File: config.mk
export PLATFORM = sky130hd
export DESIGN_NAME = ordered_array_list_engine
export DESIGN_NICKNAME = d
export VERILOG_FILES = /design/src/hdl/oale_pkg.sv /design/src/hdl/oale_cell.sv /design/src/hdl/ordered_array_list_engine.sv
export SDC_FILE = /design/constraint.sdc
export NUM_CORES = 2
export LEC_CHECK = 0
export BUFFER_PORTS_ARGS = -buffer_cell sky130_fd_sc_hd__buf_2
export CORE_MARGIN = 2
export CORE_UTILIZATION = 50
export CTS_BUF_LIST = sky130_fd_sc_hd__clkbuf_16
export CTS_CLUSTER_SIZE = 40
export DETAILED_ROUTE_END_ITERATION = 16
export GPL_TIMING_DRIVEN = 1
export PLACE_DENSITY = 0.62
export SYNTH_ARGS = -nofsm -noshare
export SYNTH_HDL_FRONTEND = slang
export SYNTH_HIERARCHICAL = 1
export SYNTH_SLANG_ARGS = --single-unit
File: constraint.sdc
create_clock -name aclk -period 7.37 [get_ports aclk]
set_input_delay 1.474 -clock aclk [delete_from_list [all_inputs] [get_ports aclk]]
set_output_delay 1.474 -clock aclk [all_outputs]
set_load 0.1 [all_outputs]
File: src/hdl/oale_pkg.sv
// Shared types and codes for the ordered array list engine.
`timescale 1ns / 1ps

package oale_pkg;

    localparam int WORD_W  = 32;
    localparam int POS_W   = 6;
    localparam int FIDX_W  = 5;
    localparam int COUNT_W = 6;

    // Request kinds
    localparam logic [1:0] REQ_FIND   = 2'd0;
    localparam logic [1:0] REQ_INSERT = 2'd1;
    localparam logic [1:0] REQ_DELETE = 2'd2;

    // Result status codes
    localparam logic [1:0] ST_OK       = 2'd0;
    localparam logic [1:0] ST_FULL     = 2'd1;
    localparam logic [1:0] ST_BADPOS   = 2'd2;
    localparam logic [1:0] ST_NOTFOUND = 2'd3;

    typedef struct packed {
        logic [1:0]               req_type;
        logic signed [WORD_W-1:0] value;
        logic [POS_W-1:0]         position;
    } oale_req_t;

    typedef struct packed {
        logic [1:0]         status;
        logic [FIDX_W-1:0]  found_index;
        logic [COUNT_W-1:0] entry_count;
    } oale_rsp_t;

    typedef enum logic [1:0] {
        CELL_HOLD       = 2'd0,
        CELL_LOAD       = 2'd1,
        CELL_FROM_LEFT  = 2'd2,
        CELL_FROM_RIGHT = 2'd3
    } cell_cmd_t;

    typedef struct packed {
        cell_cmd_t cmd;
        logic      cmp_en;
    } cell_ctrl_t;

endpackage

File: src/hdl/oale_cell.sv
// One storage cell of the list: holds a word, shifts with its neighbors, compares to a key.
`timescale 1ns / 1ps

module oale_cell (
    input  logic                         aclk,
    input  oale_pkg::cell_ctrl_t         ctrl,
    input  logic [oale_pkg::WORD_W-1:0]  cmp_key,
    input  logic [oale_pkg::WORD_W-1:0]  load_word,
    input  logic [oale_pkg::WORD_W-1:0]  left_word,
    input  logic [oale_pkg::WORD_W-1:0]  right_word,
    output logic [oale_pkg::WORD_W-1:0]  word,
    output logic                         match
);
    import oale_pkg::*;

    logic [WORD_W-1:0] word_reg;
    logic [WORD_W-1:0] word_next;
    logic              match_reg;
    logic              match_next;

    always_comb begin
        case (ctrl.cmd)
            CELL_LOAD:       word_next = load_word;
            CELL_FROM_LEFT:  word_next = left_word;
            CELL_FROM_RIGHT: word_next = right_word;
            default:         word_next = word_reg;
        endcase
        match_next = ctrl.cmp_en ? (word_reg == cmp_key) : match_reg;
    end

    always_ff @(posedge aclk) begin
        word_reg  <= word_next;
        match_reg <= match_next;
    end

    assign word  = word_reg;
    assign match = match_reg;

endmodule

File: src/hdl/ordered_array_list_engine.sv
// Top level of the ordered array list engine: request control, cell chain, result register.
//
// Usage: one request is a transfer on s_valid/s_ready carrying s_data (req_type, value,
// position); its single result is a transfer on m_valid/m_ready carrying m_data (status,
// found_index, entry_count). The list lives in a row of CAPACITY cells; insert shifts the
// tail up one cell, delete shifts it down, and every cell compares its word with the key.
// On the accept edge every cell registers its compare; in the execute step, once the result
// register is free, the cells shift or load, the count updates and the result lands in the
// output register. The control takes one request at a time: a new request is taken once the
// previous one has left the execute step.
// The result register lets the next request be accepted while a result still waits.
// If the receiver stalls with a result pending, the execute step holds until m_ready frees
// the register, and s_ready stays low meanwhile.
// Reset (aresetn low, synchronous): the list is empty, no result is pending and the block
// is ready at once. Cell contents are not cleared; only entries below the count are read.
`timescale 1ns / 1ps

module ordered_array_list_engine #(
    parameter int CAPACITY = 32
) (
    input  logic                aclk,
    input  logic                aresetn,
    input  logic                s_valid,
    output logic                s_ready,
    input  oale_pkg::oale_req_t s_data,
    output logic                m_valid,
    input  logic                m_ready,
    output oale_pkg::oale_rsp_t m_data
);
    import oale_pkg::*;

    localparam int CW = $clog2(CAPACITY + 1);
    localparam int IW = $clog2(CAPACITY);
    localparam int PW = ((CW > POS_W) ? CW : POS_W) + 1;

    typedef enum logic [1:0] {
        ST_IDLE = 2'b01,
        ST_EXEC = 2'b10
    } state_t;

    state_t            state_reg, state_next;
    oale_req_t         req_reg, req_next;
    logic [CW-1:0]     count_reg, count_next;
    logic              m_valid_reg, m_valid_next;
    oale_rsp_t         m_data_reg, m_data_next;

    logic [WORD_W-1:0] cell_word [CAPACITY];
    logic [CAPACITY-1:0] cell_match;
    cell_ctrl_t        cell_ctrl [CAPACITY];
    logic [CAPACITY-1:0] hit;

    logic              s_fire;
    logic              advance;
    logic [PW-1:0]     pos_w, cnt_w, idx_w;
    logic              is_full;
    logic              ins_ok, del_ok;
    logic [IW-1:0]     find_idx;
    logic              any_hit;

    assign s_ready = (state_reg == ST_IDLE);
    assign s_fire  = s_valid && s_ready;
    assign advance = (state_reg == ST_EXEC) && (!m_valid_reg || m_ready);

    assign pos_w   = PW'(req_reg.position);
    assign cnt_w   = PW'(count_reg);
    assign idx_w   = pos_w - PW'(1);
    assign is_full = (count_reg == CW'(CAPACITY));
    assign ins_ok  = (req_reg.req_type == REQ_INSERT) && !is_full &&
                     (pos_w != '0) && (pos_w <= cnt_w + PW'(1));
    assign del_ok  = (req_reg.req_type == REQ_DELETE) &&
                     (pos_w != '0) && (pos_w <= cnt_w);

    // Cell chain
    for (genvar k = 0; k < CAPACITY; k++) begin : g_cell
        logic [WORD_W-1:0] left_w;
        logic [WORD_W-1:0] right_w;

        if (k == 0) begin : g_first
            assign left_w = cell_word[k];
        end else begin : g_mid_l
            assign left_w = cell_word[k-1];
        end
        if (k == CAPACITY - 1) begin : g_last
            assign right_w = cell_word[k];
        end else begin : g_mid_r
            assign right_w = cell_word[k+1];
        end

        always_comb begin
            cell_ctrl[k].cmp_en = s_fire;
            cell_ctrl[k].cmd    = CELL_HOLD;
            if (advance && ins_ok) begin
                if (PW'(k) > idx_w) begin
                    cell_ctrl[k].cmd = CELL_FROM_LEFT;
                end else if (PW'(k) == idx_w) begin
                    cell_ctrl[k].cmd = CELL_LOAD;
                end
            end else if (advance && del_ok) begin
                if (PW'(k) >= idx_w) begin
                    cell_ctrl[k].cmd = CELL_FROM_RIGHT;
                end
            end
        end

        assign hit[k] = cell_match[k] && (PW'(k) < cnt_w);

        oale_cell u_cell (
            .aclk       (aclk),
            .ctrl       (cell_ctrl[k]),
            .cmp_key    (s_data.value),
            .load_word  (req_reg.value),
            .left_word  (left_w),
            .right_word (right_w),
            .word       (cell_word[k]),
            .match      (cell_match[k])
        );
    end

    // Lowest matching cell wins
    always_comb begin
        find_idx = '0;
        for (int k = CAPACITY - 1; k >= 0; k--) begin
            if (hit[k]) begin
                find_idx = IW'(k);
            end
        end
    end
    assign any_hit = |hit;

    always_comb begin
        state_next   = state_reg;
        req_next     = req_reg;
        count_next   = count_reg;
        m_valid_next = m_valid_reg;
        m_data_next  = m_data_reg;

        if (m_valid_reg && m_ready) begin
            m_valid_next = 1'b0;
        end

        unique case (state_reg)
            ST_IDLE: begin
                if (s_fire) begin
                    req_next   = s_data;
                    state_next = ST_EXEC;
                end
            end
            ST_EXEC: begin
                if (advance) begin
                    m_data_next.found_index = '0;
                    unique case (req_reg.req_type)
                        REQ_FIND: begin
                            if (any_hit) begin
                                m_data_next.status      = ST_OK;
                                m_data_next.found_index = FIDX_W'(find_idx);
                            end else begin
                                m_data_next.status = ST_NOTFOUND;
                            end
                        end
                        REQ_INSERT: begin
                            if (is_full) begin
                                m_data_next.status = ST_FULL;
                            end else if (ins_ok) begin
                                m_data_next.status = ST_OK;
                                count_next         = count_reg + CW'(1);
                            end else begin
                                m_data_next.status = ST_BADPOS;
                            end
                        end
                        REQ_DELETE: begin
                            if (del_ok) begin
                                m_data_next.status = ST_OK;
                                count_next         = count_reg - CW'(1);
                            end else begin
                                m_data_next.status = ST_BADPOS;
                            end
                        end
                        default: m_data_next.status = ST_BADPOS;
                    endcase
                    m_data_next.entry_count = COUNT_W'(count_next);
                    m_valid_next = 1'b1;
                    state_next   = ST_IDLE;
                end
            end
            default: state_next = ST_IDLE;
        endcase
    end

    always_ff @(posedge aclk) begin
        if (!aresetn) begin
            state_reg   <= ST_IDLE;
            count_reg   <= '0;
            m_valid_reg <= 1'b0;
        end else begin
            state_reg   <= state_next;
            count_reg   <= count_next;
            m_valid_reg <= m_valid_next;
        end
        req_reg    <= req_next;
        m_data_reg <= m_data_next;
    end

    assign m_valid = m_valid_reg;
    assign m_data  = m_data_reg;

`ifndef ASSERT_OFF
    a_count_bound: assert property (@(posedge aclk) disable iff (!aresetn)
        count_reg <= CW'(CAPACITY))
        else $error("entry count beyond capacity");

    a_stall_holds: assert property (@(posedge aclk) disable iff (!aresetn)
        (state_reg == ST_EXEC) && m_valid_reg && !m_ready |=>
            (state_reg == ST_EXEC) && $stable(count_reg))
        else $error("execute step moved while result register was blocked");

    a_result_count: assert property (@(posedge aclk) disable iff (!aresetn)
        advance |=> m_valid_reg && (m_data_reg.entry_count == COUNT_W'(count_reg)))
        else $error("result entry count disagrees with list count");

    a_count_step: assert property (@(posedge aclk) disable iff (!aresetn)
        !advance |=> $stable(count_reg))
        else $error("entry count changed outside execute step");
`endif

endmodule

Word level (Yosys, flattened, before mapping) --
Cells that the tools add are included. Widths: inputs -> output; s select.
Storage, ports and cells: flip-flop bits (word level) 1118, bits of input ports 44, word-level logic and storage cells 672
Operators by class: equal/unequal tests 164, add/sub/neg operators 4, order comparisons 98, bitwise operators 2, multiplexer cells 238, reductions and logical operators 89
Operators with widths (number):
- $pmux 32 s3 | 30
- $eq 32x32->1 | 32
- $mux 2 | 136
- $eq 2x2->1 const B | 64
- $pmux 32 s2 | 2
- $eq 5x7->1 const A | 16
- $ge 5x7->1 const A | 16
- $gt 5x7->1 const A | 16
- $lt 5x6->1 const A | 16
- $reduce_bool 3->1 | 30
- $mux 5 | 16
- $eq 2x1->1 const B | 34
- $eq 4x7->1 const A | 8
- $ge 4x7->1 const A | 8
- $gt 4x7->1 const A | 8
- $lt 4x6->1 const A | 8
- $logic_and 1x1->1 | 42
- $mux 1 | 36
- $mux 4 | 8
- $reduce_or 32->1 | 1
- $eq 3x7->1 const A | 4
- $ge 3x7->1 const A | 4
- $gt 3x7->1 const A | 4
- $lt 3x6->1 const A | 4
- other kinds (35) | 52

Longest topological paths before layout --
word-level depth 33, depth in mapped cells 19

Cells and area by module --
The synthesis kept the hierarchy.
By module, submodules not included:
- oale_cell | times used 32, area an instance 2016.9 µm², cells an instance 184
- ordered_array_list_engine | times used 1, area an instance 5208.7 µm², cells an instance 613

Least setup slack after synthesis --
OpenSTA, ideal clock, no wires.
path type reg-to-reg, from reg count_reg[2], to reg g_cell[13].u_cell.word_reg[0], enable pin, path buffers 6, setup time 0.375 ns, cell stages (with the launch flop) 18, arrival 3.833 ns, setup slack 3.162 ns, cell sequence dfxtp_1 > buf_6 > buf_2 > buf_1 > nand3_1 > xnor2_1 > ha_1 > and3_1 > o21ai_0 > nand3_1 > a211o_1 > buf_2 > nor3_4 > nand4b_2 > o32ai_1 > buf_4 > buf_6 > or2_2
RTL lines:
- start: declaration | RTL line ordered_array_list_engine.sv:43 | logic [CW-1:0] count_reg, count_next;
- start signal: assignment | RTL line ordered_array_list_engine.sv:196 | count_reg <= count_next;
- end signal: assignment | RTL line oale_cell.sv:32 | word_reg <= word_next;
- end: declaration | RTL line oale_cell.sv:16 | logic [WORD_W-1:0] word_reg;

==> results.md <==
- DIE AREA: 0.143 mm²
- Worst hold start: m_valid$_SDFF_PN0_
- WL met2: 96100 µm
- Clock Pin Slew Worst Setup and Hold Paths: 0.06 ns
- Synth cell types: 93
- Prevailing post-synth register cell: edfxtp_1
- CTS sink cnt: 1118
- Met3 routed WL: 19000 µm
- Syn-to-layout area delta: 8.38%
- Mapped cell area: 0.0698 mm²
- Sw power: 3.53 mW
- Initial antenna violation count: 16
- CP Data Required Time: 7.76 ns
- Post-Syn Nets: 6570
- Lkg Pwr: 24.2 nW
- Worst VDD drop: 209 µV
- M1 WL: 92800 µm
- RSZ-0062 raised after global routing: no
- CTS tree: yes
- Crit Path Category: reg2reg
- Post-synth top area share: 0.477
- Max reg flops: 1024
- Share of layout cells above drive strength 1: 0.0763
- Synth Instances: 6501
- Status: finished, final reports clean
- Row count: 137
- Yosys reg bits: 1118
- Most common cell in the netlist: nor2_1
- Post-synth EDFFs: 1109
- Starting density of the core: 0.502
- TritonCTS buffer count: 133
- WL final: 214000 µm
- WHS Endpoint: m_valid$_SDFF_PN0_
- Top Metal Used: met5
- Area leader, netlist: edfxtp_1
- Post-layout min period: 5.84 ns
- Cells taking the most area after synthesis: edfxtp_1, mux2i_1, xor2_1, a21oi_1, nor2_1
- Per-cell routed wire length: 25.4 µm
- I/O pin count: 59
- Hold buffer count at cts: 0
- Fmax: 171 MHz
- Clock Latency Late Sink: 0.78 ns
- Largest net degree at the start of global routing: 66
- Final setup skew: 0.0236 ns
- Overflow after GRT: 0
- Drt drc: 0
- Max-cap violations: 0
- PwrDens: 193 mW/mm²
- R2R setup slack: 1.53 ns
- Max_slew headroom: 0.231
- Vias per Instance: 5.98
- Final period utilization: 0.793
- Core area: 0.139 mm²
- Ys Warns: 6
- Placer Congestion: 0.987
- H-tree Lvls: 4
- Final HPWL DP: 148000 µm
- Crit end category: register
- Maximum clock path buffer count: 3
- Async set or reset register ratio after synthesis: 0
- First drt pass iteration count: 6
- Hold Fails Final Rpt: 0
- Worst Hold Depth: 2
- Comb power frac: 0.081
- R2R depth: 13
- Reg power frac: 0.488
- PnR Total Power: 14.6 mW
- Die W: 378 µm
- Clk pwr share: 0.431
- Max-slew violations: 0
- Layout fillers: 12100
- Antenna Violating Nets Remaining: 0
- R2R Path Start: count_reg[3]$_SDFFE_PN0P_
- Routed via count: 50400
- Final setup fails: 0
- Power Internal: 11.0 mW
- DIE HEIGHT: 378 µm
- Layout Cells excl Fill: 8424
- Post-CTS setup buffer count: 0
- Post-CTS Resized: 0
- RR Endpoint: g_cell[4].u_cell/word[7]$_DFFE_PP_
- Final #Nets: 6513
- Tot GR Track Use: 0.296
- Placed insts: 8185
- Post-synth top cells: nor2_1, edfxtp_1, a21oi_1, mux2i_1, xor2_1
- Crit path DAT: 6.23 ns
- Switching Fraction: 0.242
- Hold WC Path Type: reg2reg
- Post-synthesis sequential area ratio: 0.480
- Worst-margin pin slew: 1.15 ns
- First-pass GRT wire length: 321000 µm
- Buffers on Ports: 58
- Setup crit start kind: register
- Root Driver: clkbuf_16
- Vias in the first global route: 48800
- Finished Core Util: 0.544
- CP max FO: 32
- 1st-iter DRT viols: 5523
- Setup TNS: 0 ns
- Avg Cell Area, Syn: 10.7 µm²
[layer usage]
| metal | track usage | up-vias |
|---|---|---|
| li1 | - | 23500 |
| met1 | 0.415 | 24400 |
| met2 | 0.458 | 2115 |
| met3 | 0.0665 | 349 |
| met4 | 0.0875 | 12 |
| met5 | 0 | - |
[cell families (layout without fill, tap and decap cells)]
kind of cell	count (synthesis)	after routing	synth area share
AO/OA/AOI/OAI	1235	1235	0.0942
XOR/XNOR	1034	1034	0.130
adder cells (fa/ha/maj)	25	25	0.00448
buffers and inverters	413	451	0.0374
flip-flops	1118	1118	0.480
multiplexers	1026	1026	0.147
other	0	9	0
AND/OR/NAND/NOR	1650	1650	0.107
[power groups by stage]
stage / clock network [mW] / registers [mW] / logic (mW)
floorplan: 0 / 7.28 / 0.632
global placement: 0 / 7.23 / 1.12
detailed placement: 0 / 7.23 / 1.15
CTS: 6.40 / 7.10 / 1.16
global route: 6.61 / 7.10 / 1.28
finish: 6.28 / 7.10 / 1.17
[worst max-delay path, cell delays in order, from the launching register on]
cell	delay [ns]
dfxtp_1	0.78
buf_4	0.30
and4_1	0.27
nand2_1	0.09
xnor2_1	0.23
inv_1	0.09
ha_1	0.22
a211oi_1	0.31
nand3_1	0.22
a211o_1	0.48
nor2_4	0.58
nor2_1	0.39
a2111oi_4	0.49
or2_2	0.96
[metrics by stage]
stage,hold slack (ns),worst slack (ns),area [µm²]
2_1_floorplan,0.489,3.16,69800
3_3_place_gp,0.518,1.62,71500
3_5_place_dp,0.525,1.56,71500
4_1_cts,0.533,1.68,75600
5_1_grt,0.586,1.31,75600
6_report,0.541,1.53,75600
[area by class of cell]
type	instances	area, µm²	area share
Antenna cell	9	22.5	0.000298
Clock buffer	138	3450	0.0457
Clock inverter	92	602	0.00796
Inverter	24	90.1	0.00119
Multi-Input combinational cell	4970	34300	0.453
Sequential cell	1118	33500	0.443
Tap cell	1876	2350	0.0311
Timing Repair Buffer	197	1330	0.0176
[worst max-delay path by stage]
stage | start | to | slack [ns]
CTS | count_reg[3]$_SDFFE_PN0P_ | g_cell[26].u_cell/word[25]$_DFFE_PP_ | 1.68
global route | count_reg[3]$_SDFFE_PN0P_ | g_cell[26].u_cell/word[25]$_DFFE_PP_ | 1.31
floorplan | count_reg[2]$_SDFFE_PN0P_ | g_cell[13].u_cell/word[0]$_DFFE_PP_ | 3.16
finish | count_reg[3]$_SDFFE_PN0P_ | g_cell[4].u_cell/word[7]$_DFFE_PP_ | 1.53
detailed placement | m_ready | g_cell[8].u_cell/word[25]$_DFFE_PP_ | 1.56
global placement | m_ready | g_cell[8].u_cell/word[17]$_DFFE_PP_ | 1.62
[cells in the final DEF, fill, tap and decap left out, drive strengths merged, types with 7 or more instances in the layout]
cell type / count
a21oi: 1088
dfxtp: 9
nor2: 1118
nor4: 259
a211oi: 8
diode: 9
and2: 7
edfxtp: 1109
o21a: 10
mux2i: 1026
xor2: 1026
nor3: 16
clkbuf: 138
nand2: 64
and3: 12
o31ai: 7
nand4: 68
o21ai: 43
o22ai: 8
nor2b: 10
o211ai: 9
a22oi: 7
or2: 38
clkinv: 49
nand3: 31
ha: 25
xnor2: 8
buf: 197
inv: 60
(Power assumes the default switching activity.)
